===== config.mk =====
export PLATFORM = sky130hd
export DESIGN_NAME = rgb_to_nv21_pixel_converter_top
export DESIGN_NICKNAME = d
export VERILOG_FILES = /design/src/hw/rtl/rnv_pkg.sv /design/src/hw/rtl/rnv_cfg_regs.sv /design/src/hw/rtl/rnv_color.sv /design/src/hw/rtl/rnv_pos.sv /design/src/hw/rtl/rgb_to_nv21_pixel_converter_top.sv
export SDC_FILE = /design/constraint.sdc
export NUM_CORES = 1
export LEC_CHECK = 0
export ABC_AREA = 1
export BUFFER_PORTS_ARGS = -buffer_cell sky130_fd_sc_hd__buf_2
export CAP_MARGIN = 40
export CORE_MARGIN = 3
export CORE_UTILIZATION = 50
export CTS_CLUSTER_DIAMETER = 80
export DETAILED_ROUTE_END_ITERATION = 8
export GPL_TIMING_DRIVEN = 1
export PLACE_DENSITY = 0.71
export SYNTH_ARGS = -nofsm -noshare
export SYNTH_HDL_FRONTEND = slang
export SYNTH_SLANG_ARGS = --single-unit

===== constraint.sdc =====
create_clock -name clk -period 5.5 [get_ports clk]
set_input_delay 0.275 -clock clk [delete_from_list [all_inputs] [get_ports clk]]
set_output_delay 0.275 -clock clk [all_outputs]
set_load 0.01 [all_outputs]

===== src/hw/rtl/rnv_pkg.sv =====
// shared types, constants and helper functions for the rgb to nv21 converter
package rnv_pkg;

  localparam int PIX_W         = 32;
  localparam int BYTE_W        = 8;
  localparam int CFG_DIM_W     = 13;
  localparam int LUMA_ADDR_W   = 24;
  localparam int CHROMA_ADDR_W = 25;
  localparam int APB_ADDR_W    = 3;
  localparam int APB_DATA_W    = 32;
  localparam int DIM_MAX_VAL   = 8191;

  // register indexes, taken from paddr[2]
  localparam logic REG_FRAME_WIDTH  = 1'b0;
  localparam logic REG_FRAME_HEIGHT = 1'b1;

  localparam logic [CFG_DIM_W-1:0] FRAME_WIDTH_RST  = 13'd640;
  localparam logic [CFG_DIM_W-1:0] FRAME_HEIGHT_RST = 13'd480;

  // bt.601 studio-range coefficients
  localparam logic signed [17:0] C_Y_R = 18'sd66;
  localparam logic signed [17:0] C_Y_G = 18'sd129;
  localparam logic signed [17:0] C_Y_B = 18'sd25;
  localparam logic signed [17:0] C_U_R = -18'sd38;
  localparam logic signed [17:0] C_U_G = -18'sd74;
  localparam logic signed [17:0] C_U_B = 18'sd112;
  localparam logic signed [17:0] C_V_R = 18'sd112;
  localparam logic signed [17:0] C_V_G = -18'sd94;
  localparam logic signed [17:0] C_V_B = -18'sd18;
  localparam logic signed [17:0] ROUND_C      = 18'sd128;
  localparam logic signed [17:0] CHROMA_BIAS  = 18'sd32768;
  localparam logic signed [10:0] LUMA_OFFSET  = 11'sd16;
  localparam logic signed [10:0] LUMA_LO      = 11'sd16;
  localparam logic signed [10:0] CHROMA_LO    = 11'sd0;
  localparam logic signed [10:0] BYTE_HI      = 11'sd255;

  typedef struct packed {
    logic [CFG_DIM_W-1:0]     eff_width;
    logic [CFG_DIM_W-1:0]     eff_height;
    logic [CHROMA_ADDR_W-1:0] frame_size;
    logic                     restart;
  } cfg_stat_t;

  typedef struct packed {
    logic [BYTE_W-1:0] luma;
    logic [BYTE_W-1:0] v;
    logic [BYTE_W-1:0] u;
  } yuv_t;

  typedef struct packed {
    logic [LUMA_ADDR_W-1:0]   luma_address;
    logic [CHROMA_ADDR_W-1:0] chroma_address;
    logic                     frame_end;
  } pos_t;

  function automatic logic [BYTE_W-1:0] clamp_byte(input logic signed [10:0] val,
                                                   input logic signed [10:0] lo);
    logic [BYTE_W-1:0] res;
    if (val < lo) begin
      res = lo[BYTE_W-1:0];
    end else if (val > BYTE_HI) begin
      res = BYTE_HI[BYTE_W-1:0];
    end else begin
      res = val[BYTE_W-1:0];
    end
    return res;
  endfunction

  // zero counts as one, anything above the limit saturates
  function automatic logic [CFG_DIM_W-1:0] eff_dim(input logic [CFG_DIM_W-1:0] val,
                                                   input logic [CFG_DIM_W-1:0] maxv);
    logic [CFG_DIM_W-1:0] res;
    if (val == '0) begin
      res = CFG_DIM_W'(1);
    end else if (val > maxv) begin
      res = maxv;
    end else begin
      res = val;
    end
    return res;
  endfunction

endpackage


===== src/hw/rtl/rnv_cfg_regs.sv =====
// apb register file for frame size, effective dimensions and frame size product
module rnv_cfg_regs
  import rnv_pkg::*;
#(
  parameter int MAX_WIDTH  = 4096,
  parameter int MAX_HEIGHT = 4096
) (
  input  logic                  clk,
  input  logic                  rst_n,
  input  logic                  psel,
  input  logic                  penable,
  input  logic                  pwrite,
  input  logic [APB_ADDR_W-1:0] paddr,
  input  logic [APB_DATA_W-1:0] pwdata,
  output logic [APB_DATA_W-1:0] prdata,
  output cfg_stat_t             cfg
);

  localparam logic [CFG_DIM_W-1:0] MAXW_C =
      CFG_DIM_W'((MAX_WIDTH > DIM_MAX_VAL) ? DIM_MAX_VAL : MAX_WIDTH);
  localparam logic [CFG_DIM_W-1:0] MAXH_C =
      CFG_DIM_W'((MAX_HEIGHT > DIM_MAX_VAL) ? DIM_MAX_VAL : MAX_HEIGHT);

  logic [CFG_DIM_W-1:0]     width_r, height_r;
  logic [CHROMA_ADDR_W-1:0] frame_size_r;
  logic [CFG_DIM_W-1:0]     eff_w, eff_h;
  logic [2*CFG_DIM_W-1:0]   frame_size_nxt;
  logic                     wr_en;
  logic                     reg_idx;

  assign wr_en   = psel && penable && pwrite;
  assign reg_idx = paddr[2];

  always_ff @(posedge clk) begin
    if (!rst_n) begin
      width_r  <= FRAME_WIDTH_RST;
      height_r <= FRAME_HEIGHT_RST;
    end else if (wr_en) begin
      unique case (reg_idx)
        REG_FRAME_WIDTH:  width_r  <= pwdata[CFG_DIM_W-1:0];
        REG_FRAME_HEIGHT: height_r <= pwdata[CFG_DIM_W-1:0];
        default: ;
      endcase
    end
  end

  assign eff_w          = eff_dim(width_r, MAXW_C);
  assign eff_h          = eff_dim(height_r, MAXH_C);
  assign frame_size_nxt = eff_w * eff_h;

  // frame size product is registered from the effective width and height
  always_ff @(posedge clk) begin
    frame_size_r <= frame_size_nxt[CHROMA_ADDR_W-1:0];
  end

  always_comb begin
    unique case (reg_idx)
      REG_FRAME_WIDTH:  prdata = APB_DATA_W'(width_r);
      REG_FRAME_HEIGHT: prdata = APB_DATA_W'(height_r);
      default:          prdata = '0;
    endcase
  end

  assign cfg.eff_width  = eff_w;
  assign cfg.eff_height = eff_h;
  assign cfg.frame_size = frame_size_r;
  assign cfg.restart    = wr_en;

endmodule


===== src/hw/rtl/rnv_color.sv =====
// bt.601 rgb to yuv arithmetic with clamping
module rnv_color
  import rnv_pkg::*;
(
  input  logic [PIX_W-1:0] pixel_word,
  output yuv_t             yuv
);

  logic signed [17:0] sr, sg, sb;
  logic signed [17:0] ys, us, vs;
  logic signed [10:0] y_full, u_full, v_full;

  assign sr = $signed({10'b0, pixel_word[7:0]});
  assign sg = $signed({10'b0, pixel_word[15:8]});
  assign sb = $signed({10'b0, pixel_word[23:16]});

  // biased sums never go negative, so the shift is a plain floor
  assign ys = C_Y_R * sr + C_Y_G * sg + C_Y_B * sb + ROUND_C;
  assign us = C_U_R * sr + C_U_G * sg + C_U_B * sb + ROUND_C + CHROMA_BIAS;
  assign vs = C_V_R * sr + C_V_G * sg + C_V_B * sb + ROUND_C + CHROMA_BIAS;

  assign y_full = $signed({1'b0, ys[17:8]}) + LUMA_OFFSET;
  assign u_full = $signed({1'b0, us[17:8]});
  assign v_full = $signed({1'b0, vs[17:8]});

  assign yuv.luma = clamp_byte(y_full, LUMA_LO);
  assign yuv.u    = clamp_byte(u_full, CHROMA_LO);
  assign yuv.v    = clamp_byte(v_full, CHROMA_LO);

endmodule


===== src/hw/rtl/rnv_pos.sv =====
// raster position counters and luma / chroma address generation
module rnv_pos
  import rnv_pkg::*;
#(
  parameter int MAX_WIDTH  = 4096,
  parameter int MAX_HEIGHT = 4096
) (
  input  logic      clk,
  input  logic      rst_n,
  input  cfg_stat_t cfg,
  input  logic      advance,
  output pos_t      pos
);

  localparam int COL_W    = ($clog2(MAX_WIDTH) > CFG_DIM_W) ? CFG_DIM_W : $clog2(MAX_WIDTH);
  localparam int ROW_W    = ($clog2(MAX_HEIGHT) > CFG_DIM_W) ? CFG_DIM_W : $clog2(MAX_HEIGHT);
  localparam int DIM_P1_W = CFG_DIM_W + 1;

  logic [COL_W-1:0]         col_r, col_nxt, col_even;
  logic [ROW_W-1:0]         row_r, row_nxt;
  logic [LUMA_ADDR_W-1:0]   luma_ptr_r, luma_ptr_nxt;
  logic [CHROMA_ADDR_W-1:0] chroma_off_r, chroma_off_nxt;
  logic                     last_col, last_row;

  assign last_col = (DIM_P1_W'(col_r) + DIM_P1_W'(1)) >= DIM_P1_W'(cfg.eff_width);
  assign last_row = (DIM_P1_W'(row_r) + DIM_P1_W'(1)) >= DIM_P1_W'(cfg.eff_height);

  always_comb begin
    col_nxt        = col_r;
    row_nxt        = row_r;
    luma_ptr_nxt   = luma_ptr_r;
    chroma_off_nxt = chroma_off_r;
    priority if (cfg.restart || (advance && last_col && last_row)) begin
      col_nxt        = '0;
      row_nxt        = '0;
      luma_ptr_nxt   = '0;
      chroma_off_nxt = '0;
    end else if (advance && last_col) begin
      // chroma row moves on after every odd luma row
      if (row_r[0]) begin
        chroma_off_nxt = chroma_off_r + CHROMA_ADDR_W'(cfg.eff_width);
      end
      row_nxt      = row_r + ROW_W'(1);
      col_nxt      = '0;
      luma_ptr_nxt = luma_ptr_r + LUMA_ADDR_W'(1);
    end else if (advance) begin
      col_nxt      = col_r + COL_W'(1);
      luma_ptr_nxt = luma_ptr_r + LUMA_ADDR_W'(1);
    end
  end

  always_ff @(posedge clk) begin
    if (!rst_n) begin
      col_r        <= '0;
      row_r        <= '0;
      luma_ptr_r   <= '0;
      chroma_off_r <= '0;
    end else begin
      col_r        <= col_nxt;
      row_r        <= row_nxt;
      luma_ptr_r   <= luma_ptr_nxt;
      chroma_off_r <= chroma_off_nxt;
    end
  end

  assign col_even           = col_r & ~COL_W'(1);
  assign pos.luma_address   = luma_ptr_r;
  assign pos.chroma_address = cfg.frame_size + chroma_off_r + CHROMA_ADDR_W'(col_even);
  assign pos.frame_end      = last_col && last_row;

endmodule


===== src/hw/rtl/rgb_to_nv21_pixel_converter_top.sv =====
// top level of the rgb to nv21 pixel converter
//
//  channel | direction | handshake            | payload
//  --------+-----------+----------------------+-----------------------------------------
//  in_     | request in| in_valid / in_stall  | in_pixel_word
//  out_    | request out| out_valid / out_stall| luma/chroma addresses, y, v, u, frame_end
//  apb     | config    | psel/penable/pready  | frame_width @0x0, frame_height @0x4
//
// one pixel request per clock sustained while out_stall is low; each passes two registers
// (input register, then colour maths and address adders into the result register)
// the input register refills while a finished result waits under out_stall, so in_stall
// only rises when both registers are full and the output is stalled
// rst_n is synchronous; it restores 640x480 and the frame start, no clearing pass
// a register write restarts the frame at the first pixel
module rgb_to_nv21_pixel_converter_top
  import rnv_pkg::*;
#(
  parameter int MAX_WIDTH  = 4096,
  parameter int MAX_HEIGHT = 4096
) (
  input  logic                     clk,
  input  logic                     rst_n,
  // input pixel channel
  input  logic                     in_valid,
  output logic                     in_stall,
  input  logic [PIX_W-1:0]         in_pixel_word,
  // result channel
  output logic                     out_valid,
  input  logic                     out_stall,
  output logic [LUMA_ADDR_W-1:0]   out_luma_address,
  output logic [BYTE_W-1:0]        out_luma_value,
  output logic [CHROMA_ADDR_W-1:0] out_chroma_address,
  output logic [BYTE_W-1:0]        out_v_value,
  output logic [BYTE_W-1:0]        out_u_value,
  output logic                     out_frame_end,
  // configuration port
  input  logic                     psel,
  input  logic                     penable,
  input  logic                     pwrite,
  input  logic [APB_ADDR_W-1:0]    paddr,
  input  logic [APB_DATA_W-1:0]    pwdata,
  output logic [APB_DATA_W-1:0]    prdata,
  output logic                     pready
);

  cfg_stat_t cfg;
  yuv_t      yuv;
  pos_t      pos;

  // input register stage
  logic             s1_valid_r, s1_valid_nxt;
  logic [PIX_W-1:0] s1_pixel_r;
  logic             in_take;
  // result register stage
  logic             out_valid_r, out_valid_nxt;
  logic             advance;
  yuv_t             yuv_r;
  pos_t             pos_r;

  assign pready = 1'b1;

  rnv_cfg_regs #(
    .MAX_WIDTH  (MAX_WIDTH),
    .MAX_HEIGHT (MAX_HEIGHT)
  ) u_cfg (
    .clk     (clk),
    .rst_n   (rst_n),
    .psel    (psel),
    .penable (penable),
    .pwrite  (pwrite),
    .paddr   (paddr),
    .pwdata  (pwdata),
    .prdata  (prdata),
    .cfg     (cfg)
  );

  // the held pixel moves to the result register whenever that register is free or draining
  assign advance  = s1_valid_r && (!out_valid_r || !out_stall);
  assign in_stall = s1_valid_r && !advance;
  assign in_take  = in_valid && !in_stall;

  assign s1_valid_nxt  = in_take || (s1_valid_r && !advance);
  assign out_valid_nxt = advance || (out_valid_r && out_stall);

  always_ff @(posedge clk) begin
    if (!rst_n) begin
      s1_valid_r  <= 1'b0;
      out_valid_r <= 1'b0;
    end else begin
      s1_valid_r  <= s1_valid_nxt;
      out_valid_r <= out_valid_nxt;
    end
  end

  always_ff @(posedge clk) begin
    if (in_take) begin
      s1_pixel_r <= in_pixel_word;
    end
  end

  rnv_color u_color (
    .pixel_word (s1_pixel_r),
    .yuv        (yuv)
  );

  // counters step on the same edge the pixel lands in the result register
  rnv_pos #(
    .MAX_WIDTH  (MAX_WIDTH),
    .MAX_HEIGHT (MAX_HEIGHT)
  ) u_pos (
    .clk     (clk),
    .rst_n   (rst_n),
    .cfg     (cfg),
    .advance (advance),
    .pos     (pos)
  );

  always_ff @(posedge clk) begin
    if (advance) begin
      yuv_r <= yuv;
      pos_r <= pos;
    end
  end

  assign out_valid          = out_valid_r;
  assign out_luma_address   = pos_r.luma_address;
  assign out_luma_value     = yuv_r.luma;
  assign out_chroma_address = pos_r.chroma_address;
  assign out_v_value        = yuv_r.v;
  assign out_u_value        = yuv_r.u;
  assign out_frame_end      = pos_r.frame_end;

endmodule


==> results.tsv, run 1 <==
stage	metric	value	unit
timing	Final setup viols	32	
timing	final worst setup slack	-0.5542	ns
grt	GRT Total Usage	25.55	%
grt	number of global-route vias before repair	22500	
grt	initial antenna violation count	0	
cts	CTS H-tree lvls	1	
placed_design	Setup WS pre-CTS	-0.4331	ns
power	pwr/cell area	618.5	nW/µm²
critical_path	worst endpoint required time	5.84	ns
grt	GRT met2 Usage	43.03	%
layout	nets	4360	
synth	EDFF count, synth	98	
timing	RSZ-0062 raised after global routing	yes	
synth	Synth top cells by count	536 x inv_1, 531 x nand2_1, 431 x ha_1, 243 x nor2_1, 231 x fa_1	
route	Remaining DRCs	0	
critical_path	kind of critical path	register to register	
route	initial drt markers	1537	
floorplanning	Starting Density	50.96	%
critical_path	Largest stage delay, worst path	0.54	ns
placed_design	final HPWL from detailed placement	54.13	mm
cts	worst skew pair latency	0.61	ns
floorplanning	Die Wd	233.1	µm
synth	cell accounting for the most synthesized area	ha_1	
critical_path	startpoint types	register	
route	via count	22490	
cts	clock slew seen by the registers of the worst setup and hold paths	0.06	ns
layout	FF/Latch Area	5468	µm²
layout	Layout Cell Area excl Fill	33550	µm²
layout	number of diodes	0	
cts	CTS tree	yes	
timing	fin. max-slew vios	0	
cts	TritonCTS Sinks	224	
cts	CTS buffer count	30	
synth	top_reg_cell synth	dfxtp_1	
synth	average size of a mapped cell	8.424	µm²
synth	Distinct cells, synth	54	
grt	global route overflow	0	
grt	Global Route met1 Usage	33.86	%
layout	share of cells above drive strength 1	26.59	%
critical_path	CP max stage cell	fa_1	
grt	first-pass GRT wire length	111.9	mm
outcome	failing checks	negative setup slack	
critical_path	WP data arrival	6.39	ns
power	VDD IR-drop max	0.001170	V
hold_path	Worst Hold Depth	2	
floorplanning	Die Y	233.1	µm
timing	Fin Setup TNS	-11.34	ns
critical_path	CP most frequent cell	ha_4	
critical_path	CP Capture Type	register	
timing	Hold Fails Final Rpt	0	
placed_design	Placer Congestion	0.9414	
synth	Yosys reg bits	224	
route	final WL	71.35	mm
run	max_cap viols	0	
timing	post-route minimum period	6.054	ns
outcome	status	finished with violations	
timing	Worst-Margin Slew	0.7743	ns
synth	sequential fraction of the synthesis area	21.20	%
route	Avg WL per Cell	16.52	µm
floorplanning	I/O Pins	183	
layout	Area Growth Syn to Fin	30.14	%
cts	CTS max path bufs	3	
timing	Max Clk Rate	0.1652	GHz
grt	pin count of the biggest net entering global routing	38	
floorplanning	CORE AREA	50580	µm²
cts	root buf cell	clkbuf_16	
critical_path	Worst Reg2Reg Path Length in Cells	34	
synth	cell count after synthesis	3060	
placed_design	Placed Area	29920	µm²
hold_path	Hold Path Class	input port to register	
layout	multi-input logic area	19800	µm²
grt	busiest grt layer	met2	
synth	Post-Syn Area	25780	µm²
floorplanning	Row Count	82	
synth	ys async rst share	0	%
power	Pleak	16.67	nW
synth	top post-synthesis cells by area	ha_1 21%, fa_1 18%, edfxtp_1 11%, dfxtp_1 9.8%, inv_1 7.8%	
synth	top-area cell type share of the netlist area	20.92	%
timing	Worst slew margin	47.84	%
synth	top-count cell post-synth	inv_1	
placed_design	port bufs	133	
route	first drt pass iteration count	5	
route	Routed Antenna Nets	0	
timing	crit share post-route	110.1	%
timing	final clock skew	0.04648	ns
layout	fillers	3852	
synth	Synth warnings	0	
floorplanning	DIE AREA	54320	µm²
critical_path	worst-path maximum fanout	5	
grt	met3 GRT Util	3.390	%
route	vias per cell	5.207	
routing by layer:
layer	routed length (µm)	vias up
met4	2931	0
met2	34010	709
met5	0	-
met1	30170	10630
li1	-	10950
met3	4238	201
cells by family after synthesis:
group / Yosys count / share of synthesized area (%)
and+or+nand+nor: 1004 / 16.38
adders and majority gates: 662 / 38.86
buffers and inverters: 610 / 9.285
AOI/OAI and AO/OA: 374 / 7.936
DFF: 224 / 21.20
xor gates and xnor gates: 184 / 6.310
other: 2 / 0.02913
state kept, by name, summed over array words and instances (netlist names):
signal / count
out_chroma_address: 25
out_frame_end: 1
out_luma_address: 24
out_luma_value: 8
out_u_value: 8
out_v_value: 8
out_valid: 1
s1_pixel_r: 24
s1_valid_r: 1
u_cfg.frame_size_r: 25
u_cfg.height_r: 13
u_cfg.width_r: 13
u_pos.chroma_off_r: 25
u_pos.col_r: 12
u_pos.luma_ptr_r: 24
u_pos.row_r: 12
placed cells by master, fill, tap and decap left out, types with 6 or more instances in the layout:
cell type        n
o21ai_0         73
buf_6           42
o21bai_1        12
ha_4            63
inv_1          477
xnor2_1         45
a21oi_2         37
o21ai_2          7
nand2_2         55
nor2_1         209
nand3_2         18
edfxtp_1        98
inv_4            9
o211ai_1         6
nor2_4          30
o21ai_1         16
nand2_1        474
buf_2          133
dlygate4sd3_1   39
a21o_1          15
inv_2           65
buf_4          351
nand4_1         28
xor2_1         131
nor2_2          23
clkbuf_16       31
nor3_1          27
ha_1           365
fa_1           216
nand2_4         15
fa_2            15
a21oi_1        172
nand3_1         94
a211oi_1         6
conb_1          20
dfxtp_1        124
power by group:
group | switching (W) | total (W) | internal, W | leakage [nW]
Clock | 0.000843 | 0.00204 | 0.00120 | 0.518
Combinational | 0.00841 | 0.0165 | 0.00809 | 14.2
Sequential | 0.0000901 | 0.00221 | 0.00212 | 1.93
Total | 0.00934 | 0.0207 | 0.0114 | 16.7
critical path: cells and delay by family (launching register included):
family	cells	cell delay, ns
adder cells (fa/ha/maj)	8	2.22
AND/OR/NAND/NOR	14	1.59
AO/OA/AOI/OAI	4	0.66
buffers and inverters	7	0.63
flip-flops	1	0.51
XOR/XNOR	1	0.21
timing repair:
| item | in CTS | in global routing |
|---|---|---|
| endpoints found under the setup margin | 35 | 39 |
| buffers inserted | 46 | 37 |
| resized for setup | 116 | 280 |
| hold endpoints to repair | 44 | 0 |
| pin swaps | 108 | 227 |
| hold buffers | 39 | 0 |
metrics by stage:
stage,hold slack [ns],total power (W),instances,util [%]
5_1_grt,0.1051,0.02263,4320,66.32
3_5_place_dp,0.4533,0.01567,4149,59.16
4_1_cts,0.06246,0.01919,4288,63.71
2_1_floorplan,0.3739,0.01103,3078,-
6_report,0.09477,0.02075,4320,66.32
3_3_place_gp,0.4516,0.01546,4147,59.06
cell type report:
cell class,count,share of cell area [%]
multi-input combinational,2244,59.03
sequential,224,16.30
clock inverter,20,0.6639
timing repair buffer,570,12.72
tap,672,2.506
inverter,554,6.296
clock buffer,36,2.488
path summary, 6_finish.rpt:
| kind | end | from | slack (ns) |
|---|---|---|---|
| worst min-delay path | u_cfg.height_r[5]$_SDFFE_PN1P_ | rst_n | 0.09 |
| worst max register to register | out_luma_value[1]$_SDFFCE_PP0P_ | s1_pixel_r[17]$_DFFE_PP_ | -0.55 |
| worst min register to register | out_luma_address[23]$_DFFE_PP_ | u_pos.luma_ptr_r[23]$_SDFFE_PP0P_ | 0.48 |
| worst max-delay path | out_luma_value[1]$_SDFFCE_PP0P_ | s1_pixel_r[17]$_DFFE_PP_ | -0.55 |
Power figures use the tool's default switching activity.
==> inputs of run 2 (changes only) <==
- SKIP_CTS_REPAIR_TIMING: unset -> 1
==> run 2 against run 1 <==
The flow finishes with violations (negative hold slack, negative setup slack). Routed wire length fell by 1.1%. Sequential share of layout area increased by 0.14 points. Cell count down 0.37%. Critical path depth rose by 2. Worst setup slack got worse by 0.24 ns. Global-route usage is 1.3 points lower. Clock skew fell by 0.0032 ns. Critical path type unchanged. Via count is 0.64% lower.
==> results.tsv, run 2 (same netlist as run 1, synthesis figures left out) <==
stage	metric	value	unit	change
layout	Area Growth Syn to Fin	29.05	%	was 30.14%
cts	TritonCTS Sinks	224		unchanged
power	Pleak	16.57	nW	was 16.67 nW
route	WL met1	30.18	mm	was 30.17 mm
cts	clock slew seen by the registers of the worst setup and hold paths	0.06	ns	about the same
cts	CTS H-tree lvls	1		unchanged
grt	initial antenna violation count	0		unchanged
route	vias per cell	5.193		was 5.207
critical_path	startpoint types	register		unchanged
hold_path	Hold Startpoint	pwdata[11]		was rst_n
critical_path	CP Capture Type	register		unchanged
timing	final worst setup slack	-0.7898	ns	was -0.5542 ns
cts	CTS max path bufs	3		unchanged
route	Avg WL per Cell	16.40	µm	was 16.52 µm
critical_path	worst-path maximum fanout	5		unchanged
layout	share of cells above drive strength 1	25.44	%	was 26.59%
grt	GRT Total Usage	24.28	%	was 25.55%
run	max_cap viols	0		unchanged
floorplanning	CORE AREA	50580	µm²	unchanged
grt	number of global-route vias before repair	21440		was 22500
route	DR WL met3	4.317	mm	was 4.238 mm
floorplanning	Starting Density	50.96	%	unchanged
timing	final clock skew	0.04333	ns	was 0.04648 ns
placed_design	final HPWL from detailed placement	54.13	mm	unchanged
floorplanning	Die Wd	233.1	µm	unchanged
critical_path	CP startpoint	s1_pixel_r[17]$_DFFE_PP_		unchanged
cts	worst skew pair latency	0.60	ns	was 0.61 ns
route	Routed Antenna Nets	0		unchanged
floorplanning	Die Y	233.1	µm	unchanged
layout	commonest non-fill, non-tap cells in the layout	490 x nand2_1, 485 x inv_1, 368 x ha_1		was 477 x inv_1, 474 x nand2_1, 365 x ha_1
layout	fillers	3936		was 3852
layout	commonest non-fill, non-tap cell in the layout	nand2_1		was inv_1
critical_path	WP data arrival	6.73	ns	was 6.39 ns
grt	global route overflow	0		unchanged
placed_design	Placer Congestion	0.9414		unchanged
power	pwr/cell area	601.1	nW/µm²	was 618.5 nW/µm²
route	via count	22350		was 22490
timing	RSZ-0062 raised after global routing	yes		unchanged
power	VDD IR-drop max	0.001198	V	was 0.001170 V
critical_path	FF-to-FF Start	s1_pixel_r[17]$_DFFE_PP_		unchanged
grt	pin count of the biggest net entering global routing	38		unchanged
timing	fin. max-slew vios	0		unchanged
hold_path	Hold Path Class	input port to register		unchanged
layout	multi-input logic area	19680	µm²	was 19800 µm²
route	top layer in use	met4		unchanged
route	Remaining DRCs	0		unchanged
timing	Worst-Margin Slew	0.8308	ns	was 0.7743 ns
critical_path	worst endpoint required time	5.94	ns	was 5.84 ns
cts	CTS tree	yes		unchanged
timing	Final setup viols	35		was 32
grt	first-pass GRT wire length	106.5	mm	was 111.9 mm
timing	Worst slew margin	44.03	%	was 47.84%
critical_path	CP most frequent cell	ha_4		unchanged
timing	crit share post-route	114.4	%	was 110.1%
timing	post-route minimum period	6.290	ns	was 6.054 ns
placed_design	port bufs	133		unchanged
route	final WL	70.58	mm	was 71.35 mm
floorplanning	Row Count	82		unchanged
route	Routed met2 length	33.73	mm	was 34.01 mm
timing	Hold Fails Final Rpt	4		was 0
timing	Max Clk Rate	0.1590	GHz	was 0.1652 GHz
critical_path	Largest stage delay, worst path	0.55	ns	was 0.54 ns
route	initial drt markers	1534		was 1537
outcome	status	finished with violations		unchanged
timing	Hold Slack	-0.03369	ns	was 0.09477 ns
floorplanning	DIE AREA	54320	µm²	unchanged
layout	number of diodes	0		unchanged
outcome	failing checks	negative hold slack, negative setup slack		was negative setup slack
layout	FF/Latch Area	5468	µm²	unchanged
power	Pwr Total	0.02000	W	was 0.02075 W
critical_path	CP max stage cell	fa_1		unchanged
critical_path	kind of critical path	register to register		unchanged
layout	nets	4344		was 4360
floorplanning	I/O Pins	183		unchanged
cts	root buf cell	clkbuf_16		unchanged
route	first drt pass iteration count	5		unchanged
placed_design	Setup WS pre-CTS	-0.4331	ns	unchanged
cts	CTS buffer count	30		unchanged
## run 2: layout make-up
type                    instances  area share, %
clock buffers                  36          2.509
clock inverters                20         0.6695
inverters                     554          6.315
multi-input cells            2244          59.17
flip-flops and latches        224          16.44
well taps                     672          2.527
repair buffers                554          12.37
## run 2: metal layers
layer,GRT usage [%],vias up
met5,0,-
met4,7.121,0
met3,3.171,159
met2,40.32,700
met1,33.22,10590
li1,-,10910
## run 2: worst paths after layout
path	to	slack, ns	cells past startpoint
worst max-delay path	out_luma_value[6]$_SDFFCE_PP0P_	-0.79	36
worst max register to register	out_luma_value[6]$_SDFFCE_PP0P_	-0.79	36
worst min register to register	out_luma_address[23]$_DFFE_PP_	0.48	0
worst min-delay path	u_cfg.height_r[11]$_SDFFE_PN0P_	-0.03	3
## run 2: stage by stage
step,hold WS (ns),utilization [%],instances,cell area [µm²],setup TNS (ns)
2_1_floorplan,0.3739,-,3078,26260,-0.4089
3_3_place_gp,0.4516,59.06,4147,29870,-8.109
3_5_place_dp,0.4533,59.16,4149,29920,-11.31
4_1_cts,-0.1883,61.25,4205,30980,-12.22
5_1_grt,-0.004065,65.77,4304,33270,-21.63
6_report,-0.03369,65.77,4304,33270,-13.12
## run 2: where the power goes
part | internal, W | switching, W | total [W]
Combinational | 0.00762 | 0.00813 | 0.0157
Sequential | 0.00212 | 0.0000901 | 0.00221
Clock | 0.00120 | 0.000837 | 0.00204
## run 2: critical path, delay by kind of cell, from the launching register on
kind / cells / cell delay [ns]
AOI/OAI and AO/OA: 4 / 0.78
xor gates and xnor gates: 1 / 0.21
adders and majority gates: 8 / 2.39
buffers and inverters: 7 / 0.70
DFF: 1 / 0.46
and+or+nand+nor: 16 / 1.60
